==> src/rtl/ufd_pkg.sv <==
package ufd_pkg;

	// Widths of the item fields
	localparam int ByteW = 8;
	localparam int TickW = 8;
	localparam int RxTimerW = 9;

	// Default frame length and bit time
	localparam int DataBits = 8;
	localparam logic [TickW-1:0] TicksPerBitReset = 8'd26;
	localparam logic [TickW-1:0] MinBitTime = 8'd2;

	// Receiver phases
	typedef enum logic [1:0] {
		RX_ARMED = 2'd0,
		RX_RECV  = 2'd1,
		RX_DONE  = 2'd2
	} rx_phase_t;

endpackage

==> src/rtl/ufd_in_if.sv <==
interface ufd_in_if;
	logic                     valid;
	logic                     ready;
	logic                     rx_line;
	logic                     send_valid;
	logic [ufd_pkg::ByteW-1:0] send_byte;

	modport source (output valid, rx_line, send_valid, send_byte, input ready);
	modport sink (input valid, rx_line, send_valid, send_byte, output ready);
	modport monitor (input valid, ready, rx_line, send_valid, send_byte);
endinterface

==> src/rtl/ufd_out_if.sv <==
interface ufd_out_if;
	logic                     valid;
	logic                     ready;
	logic                     tx_line;
	logic                     tx_busy;
	logic                     rx_valid;
	logic [ufd_pkg::ByteW-1:0] rx_byte;

	modport source (output valid, tx_line, tx_busy, rx_valid, rx_byte, input ready);
	modport sink (input valid, tx_line, tx_busy, rx_valid, rx_byte, output ready);
	modport monitor (input valid, ready, tx_line, tx_busy, rx_valid, rx_byte);
endinterface

==> src/rtl/full_duplex_uart_8n1.sv <==
// An accepted tick item passes the input register and then the result register, and is held
// longer only while the result side stalls.
// Throughput: one tick item per cycle while the result side does not stall; the transmitter and
// receiver state update in a single pass between the input register and the result register.
// Reset: arst_n low clears the state at once: line idle high, receiver armed, bit time 26.
module full_duplex_uart_8n1 #(
	parameter int DATA_BITS = ufd_pkg::DataBits
) (
	input  logic                      clk,
	input  logic                      arst_n,
	input  logic                      cfg_we,
	input  logic [ufd_pkg::TickW-1:0] cfg_wdata,
	ufd_in_if.sink                    in_ch,
	ufd_out_if.source                 out_ch
);

	localparam int CntW = $clog2(DATA_BITS + 2);
	localparam int ExtW = (DATA_BITS > ufd_pkg::ByteW) ? DATA_BITS : ufd_pkg::ByteW;

	// Configuration and pipeline control
	logic [ufd_pkg::TickW-1:0] ticks_q;
	logic                      valid_s1;
	logic                      rx_line_s1;
	logic                      send_valid_s1;
	logic [ufd_pkg::ByteW-1:0] send_byte_s1;
	logic                      out_valid_q;
	logic                      out_free;
	logic                      adv_s1;

	// Transceiver state
	logic [ufd_pkg::ByteW-1:0]    tx_shift_q, tx_shift_nx;
	logic [CntW-1:0]              tx_cnt_q, tx_cnt_nx;
	logic [ufd_pkg::TickW-1:0]    tx_timer_q, tx_timer_nx;
	logic                         tx_level_q, tx_level_nx;
	logic                         tx_active_q, tx_active_nx;
	ufd_pkg::rx_phase_t           rx_phase_q, rx_phase_nx;
	logic [DATA_BITS-1:0]         rx_shift_q, rx_shift_nx;
	logic [CntW-1:0]              rx_cnt_q, rx_cnt_nx;
	logic [ufd_pkg::RxTimerW-1:0] rx_timer_q, rx_timer_nx;

	// Per-item combinational values
	logic [ufd_pkg::TickW-1:0]    bit_t;
	logic [ufd_pkg::RxTimerW:0]   three_t;
	logic                         rx_valid_nx;
	logic [ExtW-1:0]              rx_ext;
	logic [ufd_pkg::ByteW-1:0]    rx_byte_nx;

	// Result register
	logic                      tx_line_q;
	logic                      tx_busy_q;
	logic                      rx_valid_q;
	logic [ufd_pkg::ByteW-1:0] rx_byte_q;

	assign out_free = !out_valid_q || out_ch.ready;
	assign adv_s1 = valid_s1 && out_free;
	assign in_ch.ready = !valid_s1 || out_free;

	// Hold the bit time register
	always_ff @(posedge clk or negedge arst_n) begin
		if (!arst_n) begin
			ticks_q <= ufd_pkg::TicksPerBitReset;
		end else if (cfg_we) begin
			ticks_q <= cfg_wdata;
		end
	end

	// Advance the valid flags of both stages
	always_ff @(posedge clk or negedge arst_n) begin
		if (!arst_n) begin
			valid_s1 <= 1'b0;
			out_valid_q <= 1'b0;
		end else begin
			if (in_ch.ready) begin
				valid_s1 <= in_ch.valid;
			end
			if (out_free) begin
				out_valid_q <= valid_s1;
			end
		end
	end

	// Capture the input item
	always_ff @(posedge clk) begin
		if (in_ch.ready && in_ch.valid) begin
			rx_line_s1 <= in_ch.rx_line;
			send_valid_s1 <= in_ch.send_valid;
			send_byte_s1 <= in_ch.send_byte;
		end
	end

	// Compute the next transmitter and receiver state for one tick
	always_comb begin
		bit_t = (ticks_q < ufd_pkg::MinBitTime) ? ufd_pkg::MinBitTime : ticks_q;
		three_t = {2'b00, bit_t} + {1'b0, bit_t, 1'b0};

		tx_shift_nx = tx_shift_q;
		tx_cnt_nx = tx_cnt_q;
		tx_timer_nx = tx_timer_q;
		tx_level_nx = tx_level_q;
		tx_active_nx = tx_active_q;

		// Step the current frame
		if (tx_active_q) begin
			if (tx_timer_q != '0) begin
				tx_timer_nx = tx_timer_q - 1'b1;
			end
			if (tx_timer_nx == '0) begin
				if (tx_cnt_q < CntW'(DATA_BITS)) begin
					tx_level_nx = tx_shift_q[0];
					tx_shift_nx = tx_shift_q >> 1;
					tx_cnt_nx = tx_cnt_q + 1'b1;
					tx_timer_nx = bit_t;
				end else if (tx_cnt_q == CntW'(DATA_BITS)) begin
					tx_level_nx = 1'b1;
					tx_cnt_nx = tx_cnt_q + 1'b1;
					tx_timer_nx = bit_t;
				end else begin
					tx_active_nx = 1'b0;
					tx_level_nx = 1'b1;
				end
			end
		end

		// Start a new frame when idle; drop the request otherwise
		if (!tx_active_nx && send_valid_s1) begin
			tx_shift_nx = send_byte_s1;
			tx_cnt_nx = '0;
			tx_timer_nx = bit_t;
			tx_level_nx = 1'b0;
			tx_active_nx = 1'b1;
		end

		rx_phase_nx = rx_phase_q;
		rx_shift_nx = rx_shift_q;
		rx_cnt_nx = rx_cnt_q;
		rx_timer_nx = rx_timer_q;
		rx_valid_nx = 1'b0;

		case (rx_phase_q)
			ufd_pkg::RX_ARMED: begin
				// A low line is the start edge; first sample 1.5 bit times out
				if (!rx_line_s1) begin
					rx_timer_nx = three_t[ufd_pkg::RxTimerW:1];
					rx_shift_nx = '0;
					rx_cnt_nx = '0;
					rx_phase_nx = ufd_pkg::RX_RECV;
				end
			end
			ufd_pkg::RX_RECV: begin
				if (rx_timer_q != '0) begin
					rx_timer_nx = rx_timer_q - 1'b1;
				end
				if (rx_timer_nx == '0) begin
					if (DATA_BITS > 1) begin
						rx_shift_nx = {rx_line_s1, rx_shift_q[DATA_BITS-1:1]};
					end else begin
						rx_shift_nx = DATA_BITS'(rx_line_s1);
					end
					rx_cnt_nx = rx_cnt_q + 1'b1;
					if (rx_cnt_nx >= CntW'(DATA_BITS)) begin
						rx_phase_nx = ufd_pkg::RX_DONE;
						rx_valid_nx = 1'b1;
					end else begin
						rx_timer_nx = ufd_pkg::RxTimerW'(bit_t);
					end
				end
			end
			default: begin
				// Rearm once the line is high again
				if (rx_line_s1) begin
					rx_phase_nx = ufd_pkg::RX_ARMED;
				end
			end
		endcase

		rx_ext = ExtW'(rx_shift_nx);
		rx_byte_nx = rx_valid_nx ? rx_ext[ufd_pkg::ByteW-1:0] : '0;
	end

	// Update the state register once per processed item
	always_ff @(posedge clk or negedge arst_n) begin
		if (!arst_n) begin
			tx_shift_q <= '0;
			tx_cnt_q <= '0;
			tx_timer_q <= '0;
			tx_level_q <= 1'b1;
			tx_active_q <= 1'b0;
			rx_phase_q <= ufd_pkg::RX_ARMED;
			rx_shift_q <= '0;
			rx_cnt_q <= '0;
			rx_timer_q <= '0;
		end else if (adv_s1) begin
			tx_shift_q <= tx_shift_nx;
			tx_cnt_q <= tx_cnt_nx;
			tx_timer_q <= tx_timer_nx;
			tx_level_q <= tx_level_nx;
			tx_active_q <= tx_active_nx;
			rx_phase_q <= rx_phase_nx;
			rx_shift_q <= rx_shift_nx;
			rx_cnt_q <= rx_cnt_nx;
			rx_timer_q <= rx_timer_nx;
		end
	end

	// Load the result item
	always_ff @(posedge clk) begin
		if (adv_s1) begin
			tx_line_q <= tx_level_nx;
			tx_busy_q <= tx_active_nx;
			rx_valid_q <= rx_valid_nx;
			rx_byte_q <= rx_byte_nx;
		end
	end

	assign out_ch.valid = out_valid_q;
	assign out_ch.tx_line = tx_line_q;
	assign out_ch.tx_busy = tx_busy_q;
	assign out_ch.rx_valid = rx_valid_q;
	assign out_ch.rx_byte = rx_byte_q;

endmodule

==> src/flat_wrapper.sv <==
// flat-port wrapper written by rule: the top's interface ports become plain ports
module full_duplex_uart_8n1_flat 
#(
	parameter int DATA_BITS = ufd_pkg::DataBits
)
  (clk, arst_n, cfg_we, cfg_wdata, in_ch_valid, in_ch_rx_line, in_ch_send_valid, in_ch_send_byte, in_ch_ready, out_ch_valid, out_ch_tx_line, out_ch_tx_busy, out_ch_rx_valid, out_ch_rx_byte, out_ch_ready);
  ufd_in_if in_ch_i ();
  ufd_out_if out_ch_i ();
  input  logic clk;
  input  logic arst_n;
  input  logic cfg_we;
  input  logic [ufd_pkg::TickW-1:0] cfg_wdata;
  input wire logic [$bits(in_ch_i.valid)-1:0] in_ch_valid;
  input wire logic [$bits(in_ch_i.rx_line)-1:0] in_ch_rx_line;
  input wire logic [$bits(in_ch_i.send_valid)-1:0] in_ch_send_valid;
  input wire logic [$bits(in_ch_i.send_byte)-1:0] in_ch_send_byte;
  output wire logic [$bits(in_ch_i.ready)-1:0] in_ch_ready;
  output wire logic [$bits(out_ch_i.valid)-1:0] out_ch_valid;
  output wire logic [$bits(out_ch_i.tx_line)-1:0] out_ch_tx_line;
  output wire logic [$bits(out_ch_i.tx_busy)-1:0] out_ch_tx_busy;
  output wire logic [$bits(out_ch_i.rx_valid)-1:0] out_ch_rx_valid;
  output wire logic [$bits(out_ch_i.rx_byte)-1:0] out_ch_rx_byte;
  input wire logic [$bits(out_ch_i.ready)-1:0] out_ch_ready;
  assign in_ch_i.valid = in_ch_valid;
  assign in_ch_i.rx_line = in_ch_rx_line;
  assign in_ch_i.send_valid = in_ch_send_valid;
  assign in_ch_i.send_byte = in_ch_send_byte;
  assign in_ch_ready = in_ch_i.ready;
  assign out_ch_valid = out_ch_i.valid;
  assign out_ch_tx_line = out_ch_i.tx_line;
  assign out_ch_tx_busy = out_ch_i.tx_busy;
  assign out_ch_rx_valid = out_ch_i.rx_valid;
  assign out_ch_rx_byte = out_ch_i.rx_byte;
  assign out_ch_i.ready = out_ch_ready;
  full_duplex_uart_8n1 #(.DATA_BITS(DATA_BITS)) u_core (.clk(clk), .arst_n(arst_n), .cfg_we(cfg_we), .cfg_wdata(cfg_wdata), .in_ch(in_ch_i), .out_ch(out_ch_i));
endmodule
==> config.mk <==
export PLATFORM = sky130hd
export DESIGN_NAME = full_duplex_uart_8n1_flat
export DESIGN_NICKNAME = d
export VERILOG_FILES = /design/src/rtl/ufd_pkg.sv /design/src/rtl/ufd_in_if.sv /design/src/rtl/ufd_out_if.sv /design/src/rtl/full_duplex_uart_8n1.sv /design/src/flat_wrapper.sv
export SDC_FILE = /design/constraint.sdc
export NUM_CORES = 1
export LEC_CHECK = 0
export ABC_CLOCK_PERIOD_IN_PS = 6100
export BUFFER_PORTS_ARGS = -buffer_cell sky130_fd_sc_hd__buf_2
export CAP_MARGIN = 20
export CELL_PAD_IN_SITES_DETAIL_PLACEMENT = 0
export CELL_PAD_IN_SITES_GLOBAL_PLACEMENT = 2
export CORE_ASPECT_RATIO = 1.4
export CORE_MARGIN = 5
export CORE_UTILIZATION = 42
export CTS_CLUSTER_SIZE = 30
export DETAILED_ROUTE_END_ITERATION = 16
export PLACE_DENSITY_LB_ADDON = 0.1
export SLEW_MARGIN = 0
export SYNTH_ARGS = -nofsm -noshare
export SYNTH_HDL_FRONTEND = slang
export SYNTH_SLANG_ARGS = --single-unit
==> constraint.sdc <==
create_clock -name clk -period 6.1 [get_ports clk]
set_input_delay 0.61 -clock clk [delete_from_list [all_inputs] [get_ports clk]]
set_output_delay 0.61 -clock clk [all_outputs]
set_load 0.03 [all_outputs]
# Word level (Yosys, flattened, before mapping)
# Cells that the tools add are included.
# totals
ff_bits	76
inputBits	23
out_inout_bits	13
word_cells	103
# classes
add_sub_neg	5
magnitude_cmp	3
eq_ne	5
muxes	46
n_reduce_logical	25
# op_table
operator	n
$mux 8	14
$mux 9	5
$mux 4	7
$pmux 9 s2	1
$pmux 8 s2	1
$mux 1	12
$reduce_and 4->1	3
$add 8x9->10	1
$logic_not 9->1	1
$reduce_bool 9->1	1
$sub 9x1->9 const B	1
$add 4x1->4 const B	2
$logic_not 8->1	1
$lt 8x2->1 const B	1
$mux 2	4
$pmux 4 s2	1
$reduce_bool 2->1	4
$reduce_bool 8->1	1
$sub 8x1->8 const B	1
$reduce_bool 3->1	2
$reduce_and 5->1	1
$eq 4x4->1 const B	1
$ge 4x4->1 const B	1
$lt 4x4->1 const B	1
10 further kinds	16

# Logic depth before layout (Yosys ltp)
# logic_depth
depth_word	10
depth_mapped	13
ltp_nobuf	13

# Least setup slack after synthesis
# No wires, ideal clock.
# synth_timing
path_kind	reg-to-reg
start	register u_core.ticks_q[6] in the netlist's numbering
end	register u_core.rx_timer_q[6] in the netlist's numbering
setup_time_ns	0.136
t_arrival_ns	2.700
t_required_ns	5.964
path_slack_ns	3.264
path_stages_with_launch	14
n_path_buf	0
period_less_slack_ns	2.836
path_cell_list	dfrtp_1 > inv_1 > ha_1 > nor4b_1 > nand2_1 > and2_1 > ha_1 > fa_1 > a21o_1 > a21oi_1 > o21ai_0 > a21oi_1 > xor2_1 > o211ai_1
# synth_via
elab_chain_cells	5
elab_cells_between_ends	7
cone_classes	add/sub: 1; order compare: 1; mux: 5
# synth_lines
element	line	source
from (decl)	full_duplex_uart_8n1.sv:21	logic [ufd_pkg::TickW-1:0] ticks_q;
from (signal assigned)	full_duplex_uart_8n1.sv:61	ticks_q <= ufd_pkg::TicksPerBitReset;
from (signal assigned)	full_duplex_uart_8n1.sv:63	ticks_q <= cfg_wdata;
$lt 8x2->1	full_duplex_uart_8n1.sv:93	bit_t = (ticks_q < ufd_pkg::MinBitTime) ? ufd_pkg::MinBitTime : ticks_q;
$mux 8 (*)	full_duplex_uart_8n1.sv:93	
$add 8x9->10 or $mux 9 (tied branches)	full_duplex_uart_8n1.sv:94, full_duplex_uart_8n1.sv:160	
$mux 9, on equally long branches	full_duplex_uart_8n1.sv:142, full_duplex_uart_8n1.sv:153	
$pmux 9 s2 (*)	full_duplex_uart_8n1.sv:139	case (rx_phase_q)
to (signal assigned)	full_duplex_uart_8n1.sv:201	rx_timer_q <= rx_timer_nx;
to (decl)	full_duplex_uart_8n1.sv:39	logic [ufd_pkg::RxTimerW-1:0] rx_timer_q, rx_timer_nx;
# Every way passes the cells marked *; elsewhere a longest branch is shown, timed or not. The select of a mux whose other input is x is not followed.
# A chain may end at the register's enable or synchronous reset.

# Final worst setup path
# layout_timing
start	register u_core.ticks_q[7] in the netlist's numbering
end	register u_core.rx_timer_q[8] in the netlist's numbering
# layout_via
elab_chain_cells	5
# layout_lines
element	line	source
$lt 8x2->1	full_duplex_uart_8n1.sv:93	
$mux 8 (*)	full_duplex_uart_8n1.sv:93	
$add 8x9->10 (*)	full_duplex_uart_8n1.sv:94	three_t = {2'b00, bit_t} + {1'b0, bit_t, 1'b0};
$mux 9 (*)	full_duplex_uart_8n1.sv:142	if (!rx_line_s1) begin
$pmux 9 s2 (*)	full_duplex_uart_8n1.sv:139	
# Marks and branches as above.

==> impl_metrics.toml <==
[critical_path]
required_ns = 6.30
startpoint_type = "flop"
crit_path_end_kind = "flop"
cp.arrival_ns = 3.46
path_cells = "inv_1 -> ha_1 -> nor4b_1 -> nand2_1 -> and2_1 -> ha_1 -> fa_1 -> a21o_1 -> a21oi_1 -> o21ai_0 -> a21oi_1 -> o21a_1 -> o22ai_1"
crit_path_top_delay_cell = "dfrtp_1"
path_class = "flop to flop"
cp_num_buf_inv = 1
critPathMaxStageDelay_ns = 0.47
crit_start = "u_core.ticks_q[7]"
crit_family = "compound AO/OA/AOI/OAI gates"
r2r_start = "u_core.ticks_q[7]"
cp_max_fo = 6

[clocking]
cts.repair.resized = 0
cts_root_buf = "clkbuf_16"
cts_buffers = 9
clk_pin_slew_ns = 0.07
holdBufCountCts = 0
cts.sinks = 75
cts_tree = "done"
htree_levels = 3
clockBufferDepth = 2
clkLatencyLatePin_ns = 0.34
cts_setup_buffers = 0

[place]
dp_hpwl_mm = 8.038
gp_congestion = 0.8091
port_buffers = 35

[floorplan]
die-area_sq_mm = 0.01251
io_pins = 36
num_rows = 44
start_util_pct = 42.44
die_w_um = 95.97
core_area_sq_mm = 0.01024
die_h_um = 130.4

[grt]
grt.overflow.total = 0
grt_pass1_vias = 3515
antenna_found_initial = 0
grt_max_degree = 55
grt_pass1_wl_mm = 18.07
grt_use_total_pct = 19.12

[yosys]
synth_top_area_share_pct = 28.79
yosysUniqueCellTypes = 74
synth.net_count = 472
yosysTopAreaCell = "dfrtp_1"
avgSynthCellArea_sq_um = 10.08
synthFlopType = "dfrtp_1"
synth.most_common_cell = "dfrtp_1"
synth_area_leaders = "dfrtp_1 (29%), edfxtp_1 (15%), ha_1 (4.9%)"
ys.warnings.count = 0
synth.top_cells.by_count = "dfrtp_1 (50), nand2_1 (35), o21ai_0 (28)"
ys_seq_elements = 75
async_reset_ff_share_pct = 72.00
synthesis.area_sq_mm = 0.004345
synth_edf_count = 21
syn-instance-count = 431
yosysSeqAreaShare_pct = 45.72

[power]
vdd_drop_max_mv = 0.1690
p_per_area_mw_per_mm2 = 358.8
power.leakage_nw = 1.980
power_mw = 1.756

[timing]
post-route-period-util_pct = 53.51
drv_slew = 0
fin_tns_setup_ns = 0
rsz0062_at_grt = "no"
fin_skew_ns = 0.007577
setup_violations = 0
min_period_ns = 3.264
clock.fmax_ghz = 0.3063
slew_headroom_pct = 37.05
hold_ws_ns = 0.3964
hold_viol = 0
worst_slew_pin_slew_ns = 0.9442

[job]
drv_cap = 0

[layout]
syn2layout_area_growth_pct = 12.61
seqCellArea_sq_mm = 0.001987
nNetsFinal = 496
drive_gt1_share_pct = 18.91
postLayoutCoreUtil_pct = 47.79
diodes = 0
multi_input_area_sq_mm = 0.002155
n_fill_cell = 1007

[routing]
drt-initial-drc-count = 132
vias_per_cell = 5.778
wl_per_cell_um = 18.46
detail-route-antenna-nets = 0
drc = 0
wl_mm = 11.04
drt_first_pass_iters = 4
via_count = 3455

[outcome]
status = "finished clean"

[hold_path]
hold_path.class = "input pin to asynchronous set/reset pin"
## through the flow
step | area [sq um] | cells | setup slack, ns
2_1_floorplan | 4345 | 431 | 3.264
3_3_place_gp | 4609 | 582 | 2.861
3_5_place_dp | 4609 | 582 | 2.814
4_1_cts | 4893 | 598 | 2.775
5_1_grt | 4893 | 598 | 2.535
6_report | 4893 | 598 | 2.836
## layout make-up
type / instances / share of cell area [%]
repair buffers: 40 / 4.347
flip-flops and latches: 75 / 40.60
clock buffers: 9 / 4.602
clock inverters: 7 / 1.202
inverters: 22 / 1.688
well taps: 138 / 3.529
multi-input cells: 307 / 44.03
## placed cells by master (no fill, tap or decap), types with 3 or more instances in the layout
cell type | Yosys | final
buf_2 | 3 | 35
nor4_1 | 5 | 5
edfxtp_1 | 21 | 21
clkbuf_16 | 0 | 9
ha_1 | 17 | 17
nor3_1 | 10 | 10
xor2_1 | 5 | 5
nor2_1 | 23 | 23
mux2_2 | 7 | 7
buf_4 | 0 | 5
a311oi_1 | 3 | 3
xnor2_1 | 5 | 5
a21oi_1 | 14 | 14
a31oi_1 | 3 | 3
or4b_2 | 3 | 3
o22ai_1 | 7 | 7
dfstp_2 | 4 | 4
nand2b_1 | 12 | 12
nand2_1 | 35 | 35
nor3b_1 | 3 | 3
mux2i_1 | 3 | 3
nand3b_1 | 8 | 8
and2_1 | 11 | 11
o221a_2 | 8 | 8
o31ai_1 | 8 | 8
dfrtp_1 | 50 | 50
nand3_1 | 12 | 12
inv_6 | 0 | 3
a22o_1 | 9 | 9
o211ai_1 | 5 | 5
or3_1 | 4 | 4
a21o_1 | 4 | 4
inv_1 | 22 | 22
a211oi_1 | 3 | 3
o21ai_0 | 28 | 28
## state kept, by name (all words and copies together), names as in the netlist, 2 cells and up
name,count
u_core.tx_cnt_q,4
u_core.rx_cnt_q,4
u_core.rx_shift_q,7
u_core.send_byte_s1,8
u_core.ticks_q,8
u_core.tx_shift_q,8
u_core.rx_phase_q,2
u_core.rx_timer_q,9
u_core.out_ch.rx_byte,8
u_core.tx_timer_q,8
## logic make-up (layout without fill, tap and decap cells)
kind of cell | count (synthesis) | after routing | synth area share [%]
mux | 10 | 10 | 2.505
xor+xnor | 10 | 10 | 2.015
fa+ha+maj | 18 | 18 | 5.356
compound gates | 127 | 127 | 21.74
buf+inv | 49 | 78 | 4.693
flops | 75 | 75 | 45.72
simple gates | 142 | 142 | 17.97
## power by group
part / internal (mW) / switching, mW
clock network: 0.283 / 0.232
logic: 0.226 / 0.277
registers: 0.610 / 0.130
total: 1.12 / 0.638
## per-layer routing
layer  global-route usage, %  wire length, um
met1                   22.74             4512
met3                   2.653              379
met4                   9.715              338
met2                   33.25             5809
met5                       0                0
## path summary, 6_finish.rpt
kind | endpoint | slack [ns] | cells past startpoint
setup / recovery | u_core.rx_timer_q[8] | 2.84 | 13
hold / removal | u_core.rx_timer_q[3] | 0.40 | 2
setup reg to reg | u_core.rx_timer_q[8] | 2.84 | 13
hold reg to reg | u_core.rx_shift_q[1] | 0.51 | 1
max in group asynchronous | u_core.tx_shift_q[6] | 5.18 | 2
min in group clk | u_core.rx_line_s1 | 0.44 | 1
No activity file was read; power rests on OpenSTA's default activity.
